**src/design/dle_stx_frame_encoder_defines.svh**
```systemverilog
// Assertion macros shared by the frame encoder modules.
`ifndef DLE_STX_FRAME_ENCODER_DEFINES_SVH
`define DLE_STX_FRAME_ENCODER_DEFINES_SVH

// The consequent must hold in the same cycle as the antecedent.
`define DSFE_ASSERT_SAME(label, ante, cons, msg) \
    label: assert property (@(posedge i_clk) disable iff (!i_rst_n) \
        (ante) |-> (cons)) else $error(msg);

// The consequent must hold in the cycle after the antecedent.
`define DSFE_ASSERT_NEXT(label, ante, cons, msg) \
    label: assert property (@(posedge i_clk) disable iff (!i_rst_n) \
        (ante) |=> (cons)) else $error(msg);

`endif

```
**src/design/dsfe_pkg.sv**
```systemverilog
// Package with the line symbols, the command type and the emit step codes.
package dsfe_pkg;

    // Line control symbols.
    localparam logic [7:0] SYM_DLE = 8'h10;
    localparam logic [7:0] SYM_STX = 8'h02;
    localparam logic [7:0] SYM_ETX = 8'h03;

    // One classified payload byte, as the front hands it to the back.
    typedef struct packed {
        logic [7:0] data;   // payload byte
        logic       hdr;    // frame opens with this byte: send DLE STX first
        logic       stuff;  // byte equals DLE: send a stuffing DLE first
        logic       last;   // byte closes the frame: send DLE ETX check after it
        logic [7:0] check;  // closing check byte, valid when last is set
    } t_cmd;

    // One-hot steps of the back-end sequencer, in line order.
    typedef enum logic [6:0] {
        ST_HDR_DLE = 7'b0000001,
        ST_HDR_STX = 7'b0000010,
        ST_STUFF   = 7'b0000100,
        ST_DATA    = 7'b0001000,
        ST_TRL_DLE = 7'b0010000,
        ST_TRL_ETX = 7'b0100000,
        ST_CHECK   = 7'b1000000
    } t_step;

endpackage

```
**src/design/dsfe_front.sv**
```systemverilog
// Front end: accepts payload bytes, tracks the frame and builds commands.
module dsfe_front (
    input  logic           i_clk,
    input  logic           i_rst_n,
    input  logic           i_s_tvalid,
    output logic           o_s_tready,
    input  logic [7:0]     i_s_tdata,
    input  logic           i_s_tlast,
    input  logic           i_full,
    output logic           o_push,
    output dsfe_pkg::t_cmd o_cmd
);
    import dsfe_pkg::*;

    logic       r_in_frame;
    logic [7:0] r_check;
    logic       n_in_frame;
    logic [7:0] n_check;
    logic [7:0] w_base;
    logic [7:0] w_acc;

    assign o_s_tready = !i_full;
    assign o_push     = i_s_tvalid && !i_full;

    // A new frame starts its check from zero.
    assign w_base = r_in_frame ? r_check : 8'h00;
    assign w_acc  = w_base ^ i_s_tdata;

    // Classify the byte into a command for the back end.
    always_comb begin
        o_cmd.data  = i_s_tdata;
        o_cmd.hdr   = !r_in_frame;
        o_cmd.stuff = (i_s_tdata == SYM_DLE);
        o_cmd.last  = i_s_tlast;
        o_cmd.check = w_acc ^ SYM_ETX;
    end

    // Frame state advances on every accepted transaction.
    always_comb begin
        n_in_frame = r_in_frame;
        n_check    = r_check;
        if (o_push) begin
            n_in_frame = !i_s_tlast;
            n_check    = i_s_tlast ? 8'h00 : w_acc;
        end
    end

    always_ff @(posedge i_clk) begin
        if (!i_rst_n) begin
            r_in_frame <= 1'b0;
            r_check    <= 8'h00;
        end else begin
            r_in_frame <= n_in_frame;
            r_check    <= n_check;
        end
    end

endmodule

```
**src/design/dsfe_queue.sv**
```systemverilog
// Short command queue between the front and back ends.
`include "dle_stx_frame_encoder_defines.svh"
module dsfe_queue #(
    parameter int DEPTH = 4
) (
    input  logic           i_clk,
    input  logic           i_rst_n,
    input  logic           i_push,
    input  dsfe_pkg::t_cmd i_cmd,
    output logic           o_full,
    input  logic           i_pop,
    output logic           o_valid,
    output dsfe_pkg::t_cmd o_cmd
);
    import dsfe_pkg::*;

    localparam int AW = (DEPTH > 1) ? $clog2(DEPTH) : 1;
    localparam int CW = $clog2(DEPTH + 1);

    t_cmd          r_mem [DEPTH];
    logic [AW-1:0] r_wptr;
    logic [AW-1:0] r_rptr;
    logic [CW-1:0] r_count;
    logic [AW-1:0] n_wptr;
    logic [AW-1:0] n_rptr;
    logic [CW-1:0] n_count;

    assign o_full  = (r_count == CW'(DEPTH));
    assign o_valid = (r_count != '0);
    assign o_cmd   = r_mem[r_rptr];

    // Pointers wrap at the queue depth.
    always_comb begin
        n_wptr  = r_wptr;
        n_rptr  = r_rptr;
        n_count = r_count;
        if (i_push) begin
            n_wptr = (r_wptr == AW'(DEPTH - 1)) ? '0 : r_wptr + 1'b1;
        end
        if (i_pop) begin
            n_rptr = (r_rptr == AW'(DEPTH - 1)) ? '0 : r_rptr + 1'b1;
        end
        if (i_push && !i_pop) begin
            n_count = r_count + 1'b1;
        end else if (!i_push && i_pop) begin
            n_count = r_count - 1'b1;
        end
    end

    always_ff @(posedge i_clk) begin
        if (!i_rst_n) begin
            r_wptr  <= '0;
            r_rptr  <= '0;
            r_count <= '0;
        end else begin
            r_wptr  <= n_wptr;
            r_rptr  <= n_rptr;
            r_count <= n_count;
        end
    end

    // Storage needs no reset.
    always_ff @(posedge i_clk) begin
        if (i_push) begin
            r_mem[r_wptr] <= i_cmd;
        end
    end

    `DSFE_ASSERT_SAME(a_no_overflow, i_push, !o_full || i_pop, "push into a full queue")
    `DSFE_ASSERT_SAME(a_no_underflow, i_pop, o_valid, "pop from an empty queue")
    `DSFE_ASSERT_NEXT(a_count_up, i_push && !i_pop, r_count == $past(r_count) + 1'b1, "count lost a push")

endmodule

```
**src/design/dsfe_back.sv**
```systemverilog
// Back end: steps through each command and sends the line bytes.
`include "dle_stx_frame_encoder_defines.svh"
module dsfe_back (
    input  logic           i_clk,
    input  logic           i_rst_n,
    input  logic           i_q_valid,
    input  dsfe_pkg::t_cmd i_q_cmd,
    output logic           o_q_pop,
    output logic           o_m_tvalid,
    input  logic           i_m_tready,
    output logic [7:0]     o_m_tdata,
    output logic           o_m_tlast,
    output logic           o_m_tuser
);
    import dsfe_pkg::*;

    logic       r_busy;
    t_cmd       r_cmd;
    t_step      r_step;
    logic       r_ovalid;
    logic [7:0] r_obyte;
    logic       r_olast;
    logic       r_oend;
    logic       n_busy;
    t_step      n_step;
    logic       w_emit;
    logic       w_done;
    logic       w_load;
    logic [7:0] w_byte;
    t_step      w_first;
    t_step      w_after;

    // While a command is loaded, a byte leaves the sequencer whenever the output register is free.
    assign w_emit  = r_busy && (!r_ovalid || i_m_tready);
    assign w_done  = (r_step == ST_CHECK) || ((r_step == ST_DATA) && !r_cmd.last);
    assign w_load  = i_q_valid && (!r_busy || (w_emit && w_done));
    assign o_q_pop = w_load;

    // Entry step for a fresh command.
    always_comb begin
        if (i_q_cmd.hdr) begin
            w_first = ST_HDR_DLE;
        end else if (i_q_cmd.stuff) begin
            w_first = ST_STUFF;
        end else begin
            w_first = ST_DATA;
        end
    end

    // Following step within the current command.
    always_comb begin
        case (r_step)
            ST_HDR_DLE: w_after = ST_HDR_STX;
            ST_HDR_STX: w_after = r_cmd.stuff ? ST_STUFF : ST_DATA;
            ST_STUFF:   w_after = ST_DATA;
            ST_DATA:    w_after = ST_TRL_DLE;
            ST_TRL_DLE: w_after = ST_TRL_ETX;
            ST_TRL_ETX: w_after = ST_CHECK;
            ST_CHECK:   w_after = ST_CHECK;
            default:    w_after = ST_DATA;
        endcase
    end

    // Byte sent at each step.
    always_comb begin
        case (r_step)
            ST_HDR_DLE: w_byte = SYM_DLE;
            ST_HDR_STX: w_byte = SYM_STX;
            ST_STUFF:   w_byte = SYM_DLE;
            ST_DATA:    w_byte = r_cmd.data;
            ST_TRL_DLE: w_byte = SYM_DLE;
            ST_TRL_ETX: w_byte = SYM_ETX;
            ST_CHECK:   w_byte = r_cmd.check;
            default:    w_byte = SYM_DLE;
        endcase
    end

    // Sequencer control.
    always_comb begin
        n_busy = r_busy;
        n_step = r_step;
        if (w_load) begin
            n_busy = 1'b1;
            n_step = w_first;
        end else if (w_emit) begin
            if (w_done) begin
                n_busy = 1'b0;
            end else begin
                n_step = w_after;
            end
        end
    end

    always_ff @(posedge i_clk) begin
        if (!i_rst_n) begin
            r_busy   <= 1'b0;
            r_step   <= ST_DATA;
            r_ovalid <= 1'b0;
        end else begin
            r_busy <= n_busy;
            r_step <= n_step;
            if (!r_ovalid || i_m_tready) begin
                r_ovalid <= w_emit;
            end
        end
    end

    // Command and output payload registers.
    always_ff @(posedge i_clk) begin
        if (w_load) begin
            r_cmd <= i_q_cmd;
        end
        if (w_emit) begin
            r_obyte <= w_byte;
            r_olast <= w_done;
            r_oend  <= (r_step == ST_CHECK);
        end
    end

    assign o_m_tvalid = r_ovalid;
    assign o_m_tdata  = r_obyte;
    assign o_m_tlast  = r_olast;
    assign o_m_tuser  = r_oend;

    `DSFE_ASSERT_SAME(a_step_onehot, r_busy, $onehot(r_step), "sequencer step not one-hot")
    `DSFE_ASSERT_SAME(a_end_is_last, r_ovalid && r_oend, r_olast, "check byte not marked last")
    `DSFE_ASSERT_NEXT(a_load_busy, w_load, r_busy, "loaded command left sequencer idle")

endmodule

```
**src/design/dle_stx_frame_encoder.sv**
```systemverilog
// Top level of the DLE/STX/ETX frame encoder with XOR check byte.
//
// Usage: payload bytes enter on the s_axis channel, one per transaction,
// tdata carrying the byte and tlast marking the final byte of a frame.
// Encoded line bytes leave on the m_axis channel, one per transaction:
// tdata is the line byte, tlast marks the last line byte caused by one
// input byte and tuser marks the closing check byte of a frame.
// A frame's first byte is preceded by DLE STX, a DLE byte is doubled and
// the last byte is followed by DLE ETX and the XOR check byte.
// The first line byte of an input passes through the command queue, the
// sequencer command register and the output register. The sequencer sends
// one line byte per cycle while commands wait and the receiver is ready;
// an input causes one or two line bytes in mid frame, up to seven for a one-byte frame.
// The front end accepts while the command queue (QUEUE_DEPTH entries) has
// room, so input keeps flowing while the back end works.
// Reset clears the frame state, the queue, the sequencer and the output valid.
// When the receiver holds tready low, the output transaction holds, the
// sequencer waits and the queue fills before s_axis tready drops.
module dle_stx_frame_encoder #(
    parameter int QUEUE_DEPTH = 4
) (
    input  logic       i_clk,
    input  logic       i_rst_n,
    input  logic       i_s_axis_tvalid,
    output logic       o_s_axis_tready,
    input  logic [7:0] i_s_axis_tdata,   // [7:0] data_byte
    input  logic       i_s_axis_tlast,   // last_byte
    output logic       o_m_axis_tvalid,
    input  logic       i_m_axis_tready,
    output logic [7:0] o_m_axis_tdata,   // [7:0] out_byte
    output logic       o_m_axis_tlast,   // run_last
    output logic       o_m_axis_tuser    // [0] frame_end
);
    import dsfe_pkg::*;

    logic w_push;
    logic w_full;
    logic w_pop;
    logic w_qvalid;
    t_cmd w_push_cmd;
    t_cmd w_head_cmd;

    // Front end classifies each input byte.
    dsfe_front u_front (
        .i_clk      (i_clk),
        .i_rst_n    (i_rst_n),
        .i_s_tvalid (i_s_axis_tvalid),
        .o_s_tready (o_s_axis_tready),
        .i_s_tdata  (i_s_axis_tdata),
        .i_s_tlast  (i_s_axis_tlast),
        .i_full     (w_full),
        .o_push     (w_push),
        .o_cmd      (w_push_cmd)
    );

    // Queue decouples the two ends.
    dsfe_queue #(
        .DEPTH (QUEUE_DEPTH)
    ) u_queue (
        .i_clk   (i_clk),
        .i_rst_n (i_rst_n),
        .i_push  (w_push),
        .i_cmd   (w_push_cmd),
        .o_full  (w_full),
        .i_pop   (w_pop),
        .o_valid (w_qvalid),
        .o_cmd   (w_head_cmd)
    );

    // Back end sends the line bytes.
    dsfe_back u_back (
        .i_clk      (i_clk),
        .i_rst_n    (i_rst_n),
        .i_q_valid  (w_qvalid),
        .i_q_cmd    (w_head_cmd),
        .o_q_pop    (w_pop),
        .o_m_tvalid (o_m_axis_tvalid),
        .i_m_tready (i_m_axis_tready),
        .o_m_tdata  (o_m_axis_tdata),
        .o_m_tlast  (o_m_axis_tlast),
        .o_m_tuser  (o_m_axis_tuser)
    );

endmodule

```
**config.mk**
```make
export PLATFORM = sky130hd
export DESIGN_NAME = dle_stx_frame_encoder
export DESIGN_NICKNAME = d
export VERILOG_FILES = /design/src/design/dsfe_pkg.sv /design/src/design/dsfe_front.sv /design/src/design/dsfe_queue.sv /design/src/design/dsfe_back.sv /design/src/design/dle_stx_frame_encoder.sv
export VERILOG_INCLUDE_DIRS = /design/src /design/src/design
export SDC_FILE = /design/constraint.sdc
export NUM_CORES = 1
export LEC_CHECK = 0
export BUFFER_PORTS_ARGS = -buffer_cell sky130_fd_sc_hd__buf_4
export CAP_MARGIN = 20
export CORE_UTILIZATION = 60
export CTS_BUF_LIST = sky130_fd_sc_hd__clkbuf_4 sky130_fd_sc_hd__clkbuf_8
export DETAILED_ROUTE_END_ITERATION = 7
export PLACE_DENSITY_LB_ADDON = 0.05
export SETUP_SLACK_MARGIN = 0.3
export SLEW_MARGIN = 5
export SYNTH_ARGS = -nofsm -noshare
export SYNTH_HDL_FRONTEND = slang
export SYNTH_SLANG_ARGS = --single-unit
```
**constraint.sdc**
```tcl
create_clock -name i_clk -period 4.8 [get_ports i_clk]
set_input_delay 0.24 -clock i_clk [delete_from_list [all_inputs] [get_ports i_clk]]
set_output_delay 0.24 -clock i_clk [all_outputs]
set_load 0.02 [all_outputs]
```
== Word-level counts from Yosys, hierarchy flattened ==
Memories as Yosys holds them, arrays and structs flattened. A register that Yosys moved wholly into a read port is not among the register bits.
Index checks and enable logic that the tools add are counted.
Storage, ports and cells
  register bits: 53
  latch bits: 0
  bits in writable memories: 76
  ROM bits: 0
  bits of input ports: 13
  output and inout bits: 12
  word-level logic and storage cells: 79
  memories kept: 1
Operators by class
  $add $sub $neg: 4
  multipliers: 0
  div/mod/pow operators: 0
  order comparisons: 0
  equal/unequal tests: 11
  shift-type cells: 0
  multiplexer cells: 21
  bitwise logic cells: 2
  reductions and logical operators: 25
Memories
  u_queue.r_mem: depth 4, bits a word 19, read ports 1, clocked after Yosys merged registers in 1, wr ports 1, line dsfe_queue.sv:20  | t_cmd r_mem [DEPTH];
Operators with widths (number)
  7-bit case mux with 5 select lines: 1
  8-bit case mux with 4 select lines: 1
  7-bit two-way mux: 4
  8-bit two-way mux: 2
  8-bit by 5-bit equality test with 1-bit output, second input constant: 1
  1-bit logical NOT: 8
  2-bit two-way mux: 4
  4-bit two-way mux: 2
  8-bit bitwise XOR: 1
  7-bit by 1-bit equality test with 1-bit output, second input constant: 1
  7-bit by 2-bit equality test with 1-bit output, second input constant: 1
  7-bit by 4-bit equality test with 1-bit output, second input constant: 1
  7-bit by 5-bit equality test with 1-bit output, second input constant: 1
  7-bit by 6-bit equality test with 1-bit output, second input constant: 1
  7-bit equality test, second input constant: 1
  1-bit logical AND: 7
  3-bit two-way mux: 2
  2-bit nonzero test: 3
  1-bit two-way mux: 5
  2-bit by 1-bit adder with 2-bit output, second input constant: 2
  2-bit equality test, second input constant: 2
  2-bit AND reduction: 2
  3-bit by 1-bit adder with 3-bit output, second input constant: 1
  3-bit equality test, second input constant: 1
  6 further kinds: 8

== Longest topological paths before layout ==
Gate-level depths: netlist (run 1).
  depth after elaboration: 9
  mapped depth: 12
  depth with buffers taken out: 11

== Modules after synthesis ==
A second synthesis (run 1) with hierarchy kept.
Second synthesis, totals
  cell total of the unflattened synthesis: 323
  area total of the unflattened synthesis: 5338.9 µm²
By module, submodules not included
  dsfe_queue: instances 1, cells each 143, area an instance 3244.4 µm², sequential area each 2462.4 µm²
  dsfe_back: instances 1, cells each 123, area an instance 1576.5 µm², sequential area each 1021.0 µm²
  dsfe_front: instances 1, cells each 57, area an instance 518.0 µm², sequential area each 180.2 µm²

== Least setup slack after synthesis (run 1) ==
No wires, ideal clock.
  path kind: register -> register
  start point: reg u_queue.r_count[0]
  end point: reg u_queue.r_count[2]
  setup time: 0.070 ns
  data arrival time: 2.856 ns
  required time: 4.730 ns
  slack: 1.873 ns
  cell stages (with the launch flop): 12
  path buffers: 1
  period minus slack after synthesis: 2.927 ns
  path through: dfxtp_1 > nor3_1 > or2_2 > clkbuf_1 > nand2_1 > inv_1 > ha_1 > inv_1 > fa_1 > xor2_1 > or3_1 > a21oi_1
Between the ends
  cells in the longest elaborated chain, start to end: 6
  elaborated cells between the ends (all ways): 14
  classes of those cells: add/sub: 2; eq/ne: 1; mux: 2; reduce/logical: 9
RTL lines
  start, declared: line dsfe_queue.sv:23  | logic [CW-1:0] r_count;
  start signal, assigned: line dsfe_queue.sv:58  | r_count <= n_count;
  parallel branches: the longest is 6 deep, another holds 3-bit by 1-bit subtractor with 3-bit output
Several ways; the timed one is not identified. The select of a mux whose other input is x is not followed.
A chain may end at the register's enable or synchronous reset.

== Worst setup path in the final report (run 1) ==
  start point: reg u_back.r_step[0]
  end point: reg u_queue.r_count[2]
Between the ends
  cells in the longest elaborated chain, start to end: 9
  elaborated cells between the ends (all ways): 12
  classes of those cells: eq/ne: 2; mux: 1; reduce/logical: 9
RTL lines
  start, declared: line dsfe_back.sv:19  | t_step r_step;
  start signal, assigned: line dsfe_back.sv:101  | r_step <= n_step;
  7-bit by 4-bit equality test with 1-bit output: line dsfe_back.sv:35  | assign w_done = (r_step == ST_CHECK) || ((r_step == ST_DATA) && !r_cmd.last);
  1-bit logical AND: line dsfe_back.sv:35
  1-bit logical OR *: line dsfe_back.sv:35
  1-bit logical AND *: line dsfe_back.sv:36  | assign w_load = i_q_valid && (!r_busy || (w_emit && w_done));
  1-bit logical OR *: line dsfe_back.sv:36
  1-bit logical AND *: line dsfe_back.sv:36
  1-bit logical NOT: line dsfe_queue.sv:43  | if (i_push && !i_pop) begin
  1-bit logical AND: line dsfe_queue.sv:43
  3-bit two-way mux / 2-bit nonzero test (equally long branches)
Mark *: on every way between the ends. The rest lies on a longest branch, timed or not.

==> results.md, run 1 <==
* Status: completed
* # rows at 33
* Most used cell, CP: inv_1
* Async S/R FF share, synth at 0%
* Worst path bufs/invs at 2
* Worst Hold Path Cells at 1
* CP endpoint kind: flop
* Non-filler cells, final at 478
* Post-Syn Area per Cell at 15.72 um^2
* WP data required at 5.13 ns
* Top Ports at 25
* Setup violations, final at 0
* Residual DRC at 0
* Initial antenna violation count at 0
* Clock Skews at 0.01035 ns
* Max Root-Sink Buffers at 2
* Main synth FF type: edfxtp_1
* Peak supply drop at 0.3418 mV
* Post-synthesis sequential area ratio at between 70% and 80%
* Number of synthesized flops with an enable pin at 104
* Mapped cell area at 5202 um^2
* CP max FO at 19
* Chip height at 95.12 um
* RePlAce Congestion at between 0.8 and 0.9
* Routed Antenna Nets at 0
* Setup ws final at 1.272 ns
* Vias/cell at ~6.0
* R2r worst-path depth at 11
* Post-place setup slack at 1.312 ns
* R2R Setup Slk at ~1.3 ns
* Netlist cell types at 52
* Core ar. at 8299 um^2
* Avg WL per Cell at 19.35 um
* Hold endpoint: u_queue.r_mem[2][14]
* Slowest stage cell on the critical path: nand2_1
* GRT Overall Usage at between 20% and 30%
* Area Overhead vs Synth at 12.48%
* Synthesized flop and latch total at 131
* Crit path depth at 11
* CP Cell Sequence: nor2_1, and4b_1, o21ai_2, nand2_1, inv_1, ha_1, inv_1, fa_1, xor2_1, or3_1, a21oi_1
* Slew Viols, Final at 0
* First-pass GRT wire length at 15.05 mm
* RSZ-0062 raised after global routing: no
* R2r endpoint: u_queue.r_count[2]
* Period utilisation layout at 73.50%
* Post-Route WL at 9.251 mm
* Effective utilization at floorplan at 62.69%
* Syn_nets at 351
* Leakage at 2.042 nW
* Cells after Synth at 331
* GRT met2 Usage at 37.08%
* Final Hold Vio Count at 0
* Met1 GRT Util at 31.51%
* Critical Path AT at 3.86 ns
* Largest net degree at the start of global routing at 26
* Max Cap Viol at 0
* PwrDens at 597.8 nW/um^2
* Gr ovfl total at 0
* Clk root buf: clkbuf_8
* Fin crit period at 3.528 ns
* CTS clock-pin slew for the worst setup and hold paths at 0.08 ns
* Resized cells post-CTS at 0
* Fmax at 0.2835 GHz
* Post-CTS setup buffers at 0
* Clock Latency Late Sink at 0.43 ns
* Met3 GRT Util at under 10%
* Cells after DPL at about 450
* CP peak stage delay at 0.56 ns
* CTS Buf Count at 17
* Reg2reg start: u_back.r_step[0]
* DRT Pass-1 Iters at 4
* Vias in the first global route at 2830
* Port bufs at 24
* Hold_buf cts at 0
* Type of the worst setup path: reg2reg
* Fraction of layout cells with a size suffix above 1 at 22.79%
* Global routing's busiest layer: met2
* DR vias at approximately 2800
* Ant diodes at 0
* TritonCTS Sinks at 131
* Detailed Place HPWL at 5.809 mm
* # nets final at 380
* CP top delay family: simple AND/OR/NAND/NOR gates
* Starting DRT DRC Count at 184
* Setup TNS at 0 ns
* Worst-Margin Slew at 1.034 ns
* YS warnings at 0
* CTS tree: done
* Die Footprint at 9047 um^2
* H-Tree Depth at 4
* Die Width at 95.12 um
* Nature of the critical path startpoint: flop
* Worst hold path class: in2reg
* Rel. slew slack at just over 30%
* Hold_sp: i_s_axis_tdata[3]
layout by cell type (no fill, tap or decap), types with 2 or more instances in the layout:
cell,Yosys,final
dfxtp_1,27,27
a21bo_2,2,2
a211o_1,2,2
clkinvlp_4,0,5
xnor2_1,6,6
a2bb2oi_1,6,6
inv_6,0,3
nand3_1,3,3
a22o_1,5,5
or2_2,2,2
nand2_1,22,22
nor3_1,9,9
bufinv_16,0,2
a21oi_1,13,13
a221o_1,2,2
nor2b_1,4,4
nor4_1,2,2
and2_1,2,2
clkbuf_8,0,17
nor2_1,23,23
mux4_2,19,19
ha_1,6,6
and4b_1,3,3
nand2b_1,2,2
clkinv_4,0,3
nand4_1,2,2
inv_1,9,9
edfxtp_1,104,104
buf_4,1,25
xor2_1,5,5
o21ai_0,8,8
and3_1,5,5
logic make-up (layout without fill, tap and decap cells):
family,Yosys count,in the layout,synth area share [%]
buffers and inverters,26,68,2.068
multiplexers,20,20,8.418
adder cells (fa/ha/maj),7,7,1.828
AO/OA/AOI/OAI,51,51,7.143
XOR/XNOR,11,11,1.852
flip-flops,131,131,70.42
AND/OR/NAND/NOR,85,85,8.273
Yosys cell counts, types with 8 or more instances:
| cell type | number | area share, % |
|---|---|---|
| nor3_1 | 9 | 0.87 |
| mux4_2 | 19 | 8.2 |
| dfxtp_1 | 27 | 10 |
| nand2_1 | 22 | 1.6 |
| nor2_1 | 23 | 1.7 |
| inv_1 | 9 | 0.65 |
| edfxtp_1 | 104 | 60 |
| a21oi_1 | 13 | 1.3 |
| o21ai_0 | 8 | 0.77 |
| clkbuf_1 | 9 | 0.65 |
worst max-delay path by stage:
stage,startpoint,endpoint
after detailed placement,u_back.r_step[0],u_queue.r_count[2]
after floorplan,u_queue.r_count[0],u_queue.r_count[2]
after CTS,u_back.r_step[0],u_queue.r_count[2]
final,u_back.r_step[0],u_queue.r_count[2]
after global routing,u_back.r_step[0],u_queue.r_count[2]
after global placement,u_back.r_step[0],u_queue.r_count[2]
power by group:
part | switching, mW | internal (mW) | leakage (nW)
clock network | 0.443 | 0.472 | 0.186
registers | 0.126 | 1.54 | 1.19
logic | 0.522 | 0.395 | 0.666
total | 1.09 | 2.41 | 2.04
layout make-up:
cell class	instances	area, um^2
timing repair buffer	25	187.7
multi-input combinational	174	1431
tap	105	131.4
sequential	131	3664
clock buffer	18	241.5
fill	543	2447
inverter	11	41.29
clock inverter	14	155.1
worst register-to-register path: cells and delay by family (launching register included):
kind / cells / cell delay, ns
DFF: 1 / 0.46
adders and majority gates: 2 / 0.57
AOI/OAI and AO/OA: 2 / 0.58
and+or+nand+nor: 4 / 1.40
buffers and inverters: 2 / 0.25
xor gates and xnor gates: 1 / 0.17
per-stage QoR:
step                total power, mW  instance area [um^2]  utilization (%)  hold slack, ns
floorplan                     2.342                  5202                -          0.3389
global placement              2.577                  5455            65.73          0.4652
detailed placement            2.615                  5455            65.73          0.4756
CTS                           3.524                  5852            70.51         0.01441
global route                  3.683                  5852            70.51         0.01145
finish                        3.498                  5852            70.51         0.03793
metal layers:
metal | vias up | share of wire, %
li1 | 1329 | -
met1 | 1439 | 46
met2 | 71 | 49
met3 | 8 | 4.1
met4 | 0 | 1.1
met5 | - | 0
flip-flops by register name, indices dropped and copies added, names as in the netlist, named ones only:
register and cells:
u_queue.r_mem 76, u_back.r_cmd 18, u_back.o_m_tdata 8, u_front.r_check 8
u_back.r_step 7, u_queue.r_count 3, u_queue.r_rptr 2, u_queue.r_wptr 2
u_back.o_m_tlast 1, u_back.o_m_tuser 1, u_back.o_m_tvalid 1, u_back.r_busy 1
u_front.r_in_frame 1
Note: power is estimated with default switching activity, not from simulation.
==> run 2, diff against run 1 <==
Settings changed: CORE_UTILIZATION 60 to 57.
Clock period 4.8 ns to 3.22 ns, I/O delays scaled along.
==> run 2 against run 1 <==
Sequential power rose by 47%. Highest routed layer unchanged. Flip-flop and latch count stayed put. Non-clock buffer count is 18 higher. Combinational power increased by 56%. Largest cell class unchanged. Fmax rose by 33%. Design area grew 2.8%. Via count grew 2.2%. Wire length decreased by 0.71%. Die area increased by 5.2%. Register-to-register slack worse by 0.71 ns. Critical path depth stayed put. Worst hold slack better by 0.017 ns.
==> results.md, run 2 (synthesized netlist as in run 1, its figures left out) <==
* Leakage at 2.138 nW (+4.7%)
* Setup violations, final at 0 (unchanged)
* Fraction of layout cells with a size suffix above 1 at 24.04% (+1.3 points)
* Largest register FFs at 76 (unchanged)
* CTS tree: done
* Leading cell type in the layout, fill and taps excluded: edfxtp_1
* Total power at 5.247 mW (+50%)
* Cells after DPL at 458 (+2.7%)
* Clock Latency Late Sink at 0.42 ns (about the same)
* CP endpoint kind: flop
* # fillers at 605 (+11%)
* Final Hold Vio Count at 0 (unchanged)
* Slew Viols, Final at 0 (unchanged)
* Resized cells post-CTS at 0 (unchanged)
* Fmax at 0.3766 GHz (+33%)
* Worst hold path class: in2reg
* RSZ-0062 raised after global routing: no
* Worst-Margin Slew at 0.8637 ns (-0.1705 ns)
* Routed Antenna Nets at 0 (unchanged)
* Storage element area at 3664 um^2 (unchanged)
* Setup TNS at 0 ns (unchanged)
* Fin crit period at 2.655 ns (-0.8729 ns)
* Largest net degree at the start of global routing at 26 (unchanged)
* DR vias at 2909 (+2.2%)
* Max Root-Sink Buffers at 2 (unchanged)
* Avg WL per Cell at 18.41 um (-4.9%)
* Core ar. at 8763 um^2 (+5.6%)
* Peak supply drop at 0.4035 mV (+18%)
* Clk root buf: clkbuf_8
* First-pass GRT wire length at 14.75 mm (-2.0%)
* Detailed Place HPWL at 5.901 mm (+1.6%)
* # nets final at 398 (+4.7%)
* GRT Overall Usage at 21.20% (-2.4 points)
* Gr ovfl total at 0 (unchanged)
* Die Width at 97.54 um (+2.5%)
* Effective utilization at floorplan at 59.37% (-3.3 points)
* Ant diodes at 0 (unchanged)
* # rows at 34 (+3.0%)
* Rel. slew slack at 42.07% (+11 points)
* Biggest register: u_queue.r_mem
* Hold_sp: i_s_axis_tlast
* Multi-input logic area at 1434 um^2 (+0.18%)
* Starting DRT DRC Count at 140 (-24%)
* Initial antenna violation count at 0 (unchanged)
* Non-filler cells, final at 499 (+4.4%)
* CP max FO at 9 (-10)
* Status: completed
* WP data required at 3.54 ns (-1.59 ns)
* RePlAce Congestion at 0.8274 (-3.0%)
* Critical path startpoint: u_back.r_step[5]
* Clock Skews at 0.01579 ns (+0.005435 ns)
* Most frequent cells in the layout: edfxtp_1, buf_4, dfxtp_1, nor2_1, nand2_1
* Chip height at 97.54 um (+2.5%)
* TritonCTS Sinks at 131 (unchanged)
* Largest regs: u_queue.r_mem x76, u_back.r_cmd x18
* Nature of the critical path startpoint: flop
* Vias in the first global route at 2907 (+2.7%)
* PwrDens at 872.6 nW/um^2 (+46%)
* Residual DRC at 0 (unchanged)
* Die Footprint at 9513 um^2 (+5.2%)
* Port bufs at 24 (unchanged)
* Critical Path AT at 2.98 ns (-0.88 ns)
* Hold_buf cts at 9 (+9)
* Period utilisation layout at 82.45% (+9.0 points)
* Reg2reg start: u_back.r_step[5]
* Type of the worst setup path: reg2reg
* Vias/cell at 5.830 (-2.1%)
* Max Cap Viol at 0 (unchanged)
* Top Ports at 25 (unchanged)
* Area Overhead vs Synth at 15.58%
* CTS Buf Count at 17 (unchanged)
* Post-CTS setup buffers at 0 (unchanged)
* DRT Pass-1 Iters at 4 (unchanged)
* Post-Route WL at 9.185 mm (-0.71%)
* CTS clock-pin slew for the worst setup and hold paths at 0.08 ns (about the same)
* H-Tree Depth at 4 (unchanged)
[run 2: cell count changes in the layout (fill, tap and decap cells not counted), sizes merged]
cell	change
buf	+9
clkinv	+1
clkinvlp	-3
dlygate4sd3	+9
inv	+2
[run 2: layout make-up]
cell class / instances / share of cell area (%)
sequential: 131 / 60.92
timing repair buffer: 43 / 5.743
tap: 108 / 2.247
inverter: 11 / 0.6866
clock inverter: 14 / 2.538
multi-input combinational: 174 / 23.85
clock buffer: 18 / 4.016
[run 2: metal layers]
metal  share of wire [%]  track usage [%]  wire length, um
met4                 1.6            9.955              145
met2                  48            33.35             4415
met1                  46            28.39             4209
met3                 4.5            4.676              414
met5                   0                0                0
[run 2: final timing paths]
| path | endpoint | depth (start not counted) | slack [ns] |
|---|---|---|---|
| worst max register to register | u_queue.r_count[2] | 11 | 0.56 |
| worst max-delay path | u_queue.r_count[2] | 11 | 0.56 |
| worst min register to register | u_front.r_check[7] | 2 | 0.50 |
| worst min-delay path | u_queue.r_mem[2][8] | 1 | 0.06 |
[run 2: critical path, stage by stage, from the launching register on]
cell and delay, ns:
dfxtp_1 0.44, nor4_2 0.10, and4b_1 0.27, o21ai_2 0.33, nand2_2 0.09, inv_1 0.07
ha_1 0.18, inv_1 0.06, fa_1 0.38, xor2_1 0.18, or3_1 0.32, a21oi_1 0.14
[run 2: where the power goes]
group          total, mW  leakage, nW  switching [mW]  internal (mW)
clock network       1.36        0.197           0.649          0.708
logic               1.43        0.750           0.792          0.635
registers           2.46         1.19           0.174           2.29
[run 2: per-stage QoR]
stage                     instance area (um^2)  hold slack (ns)  setup slack, ns  utilization (%)
after detailed placement                  5529           0.3938           0.6059            63.09
after global routing                      6013          0.04139           0.3578            68.62
after CTS                                 6013          0.02620           0.5676            68.62
final                                     6013          0.05524           0.5650            68.62
after floorplan                           5205           0.2599           0.4424                -
after global placement                    5529           0.3892           0.6746            63.09
==> run 3, diff against run 2 <==
Settings changed: CORE_UTILIZATION 57 to 60.
Clock period 3.22 ns to 2.46 ns, I/O delays scaled along.
==> run 3 against run 2 <==
Flip-flop and latch count unchanged. Clock power up 23%. Critical path depth down 2. Wire length up 1.1%. Clock skew down 0.0031 ns. Non-clock buffer count up 7. First-iteration DRC count up 21%.
==> results.md, run 3 (synthesized netlist as in run 1, its figures left out) <==
* Status: completed
* Residual DRC at 0 (unchanged)
* CTS tree: done
* Rel. slew slack at 62.47% (+20 points)
* Worst-Margin Slew at 0.5589 ns (-0.3048 ns)
* RSZ-0062 raised after global routing: yes
* WP data required at 2.81 ns (-0.73 ns)
* Type of the worst setup path: reg2reg
* Detailed Place HPWL at 5.964 mm (+1.1%)
* RePlAce Congestion at 0.8955 (+8.2%)
* # rows at 33 (-2.9%)
* Leading cell type in the layout, fill and taps excluded: edfxtp_1
* Total power at 6.936 mW (+32%)
* Largest register FFs at 76 (unchanged)
* Global routing's busiest layer: met2
* Leakage at 2.174 nW (+1.7%)
* # nets final at 405 (+1.8%)
* GRT Overall Usage at 23.13% (+1.9 points)
* Clk root buf: clkbuf_8
* Clock Skews at 0.01269 ns (-0.003097 ns)
* GRT met2 Usage at 35.54% (+2.2 points)
* Final Hold Vio Count at 0 (unchanged)
* Effective utilization at floorplan at 62.69% (+3.3 points)
* CP peak stage delay at 0.54 ns (+0.10 ns)
* Die Footprint at 9047 um^2 (-4.9%)
* Slowest stage cell on the critical path: or3b_2
* Vias in the first global route at 2814 (-3.2%)
* Largest net degree at the start of global routing at 26 (unchanged)
* Nature of the critical path startpoint: flop
* Biggest register: u_queue.r_mem
* CTS Buf Count at 17 (unchanged)
* Max Cap Viol at 0 (unchanged)
* Gr ovfl total at 0 (unchanged)
* Most used cell, CP: inv_2
* Vias/cell at 5.813 (-0.28%)
* Chip height at 95.12 um (-2.5%)
* PwrDens at 1131 nW/um^2 (+30%)
* DRT Pass-1 Iters at 4 (unchanged)
* Avg WL per Cell at 18.47 um (+0.32%)
* Area Overhead vs Synth at 17.82%
* First-pass GRT wire length at 14.75 mm (about the same)
* Peak supply drop at 0.6233 mV (+54%)
* Met3 GRT Util at 6.220% (+1.5 points)
* Final Cell Area at 6130 um^2 (+1.9%)
* Worst hold path class: in2reg
* Largest regs: u_queue.r_mem x76, u_back.r_cmd x18
* Core ar. at 8299 um^2 (-5.3%)
* Starting DRT DRC Count at 170 (+21%)
* Routed Antenna Nets at 0 (unchanged)
* Fin crit period at 2.215 ns (-0.4400 ns)
* H-Tree Depth at 4 (unchanged)
* CP Cell Sequence: or3b_2, nand2_1, inv_2, ha_4, inv_2, fa_2, xor2_1, or3_1, a21oi_1
* Setup TNS at 0 ns (unchanged)
* Met1 GRT Util at 31.79% (+3.4 points)
* Setup violations, final at 0 (unchanged)
* Ant diodes at 0 (unchanged)
* CP endpoint kind: flop
* Top Ports at 25 (unchanged)
* # fillers at 515 (-15%)
* CP max FO at 10 (+1)
* Critical Path AT at 2.56 ns (-0.42 ns)
* TritonCTS Sinks at 131 (unchanged)
* CTS clock-pin slew for the worst setup and hold paths at 0.08 ns (about the same)
* Period utilisation layout at 90.04% (+7.6 points)
* Most frequent cells in the layout: edfxtp_1, buf_4, nor2_1, nand2_1
* Fraction of layout cells with a size suffix above 1 at 29.40% (+5.4 points)
* Max Root-Sink Buffers at 2 (unchanged)
* Fmax at 0.4515 GHz (+20%)
* Post-Route WL at 9.288 mm (+1.1%)
* Dpl cell area at 5589 um^2 (+1.1%)
* Port bufs at 24 (unchanged)
* Slew Viols, Final at 0 (unchanged)
* DR vias at 2924 (+0.52%)
* Clock Latency Late Sink at 0.42 ns (about the same)
* Initial antenna violation count at 0 (unchanged)
* Die Width at 95.12 um (-2.5%)
-- run 3: cell count changes in the layout (fill, tap and decap cells not counted), moves of 3 or more --
cell | before | now
dfxtp_1 | 27 | 19
buf_4 | 34 | 40
inv_6 | 4 | 1
dfxtp_4 | 0 | 5
dfxtp_2 | 0 | 3
-- run 3: path summary, 6_finish.rpt --
path                 startpoint            endpoint  slack, ns  depth (start not counted)
max          u_queue.r_count[2]  u_queue.r_count[2]       0.24                          9
min             i_m_axis_tready   u_back.o_m_tvalid       0.04                          4
max reg2reg  u_queue.r_count[2]  u_queue.r_count[2]       0.24                          9
min reg2reg  u_front.r_check[5]  u_front.r_check[5]       0.49                          2
-- run 3: worst max-delay path, delay by kind of cell (launching register included) --
kind	cells	cell delay [ns]
and+or+nand+nor	3	0.97
DFF	1	0.43
adders and majority gates	2	0.37
buffers and inverters	2	0.18
AOI/OAI and AO/OA	1	0.12
xor gates and xnor gates	1	0.07
-- run 3: power breakdown --
group / total [mW] / internal, mW / leakage [nW] / switching, mW
Combinational: 2.01 / 0.948 / 0.793 / 1.07
Sequential: 3.25 / 3.01 / 1.19 / 0.240
Clock: 1.67 / 0.850 / 0.186 / 0.824
Total: 6.94 / 4.81 / 2.17 / 2.13
-- run 3: area by class of cell --
class / count / area, um^2 / area share [%]
Sequential cell: 131 / 3686 / 60.13
Inverter: 11 / 43.79 / 0.7144
Timing Repair Buffer: 50 / 400.4 / 6.532
Clock inverter: 12 / 111.4 / 1.817
Multi-Input combinational cell: 174 / 1494 / 24.37
Clock buffer: 20 / 262.8 / 4.287
Tap cell: 105 / 131.4 / 2.143
-- run 3: per-stage QoR --
| stage | hold WS (ns) | utilization (%) | instances | setup WS [ns] |
|---|---|---|---|---|
| after floorplan | 0.2219 | - | 331 | 0.08371 |
| after CTS | 0.01252 | 73.68 | 503 | 0.2217 |
| after global routing | 0.03209 | 73.86 | 503 | 0.1556 |
| after global placement | 0.3546 | 67.35 | 457 | 0.2396 |
| final | 0.03685 | 73.86 | 503 | 0.2450 |
| after detailed placement | 0.3604 | 67.35 | 457 | 0.09814 |
-- run 3: per-layer routing --
metal  part of all wire (%)  wire, um
met4                    1.2       114
met2                     49      4509
met3                    4.5       422
met1                     46      4241
met5                      0         0
-- run 3: timing repair --
action	CTS	global route
hold endpoints to repair	39	0
hold buffers	10	0
pin swaps	4	6
setup endpoints to repair	2	2
setup buffers	4	0
resized for setup	8	5
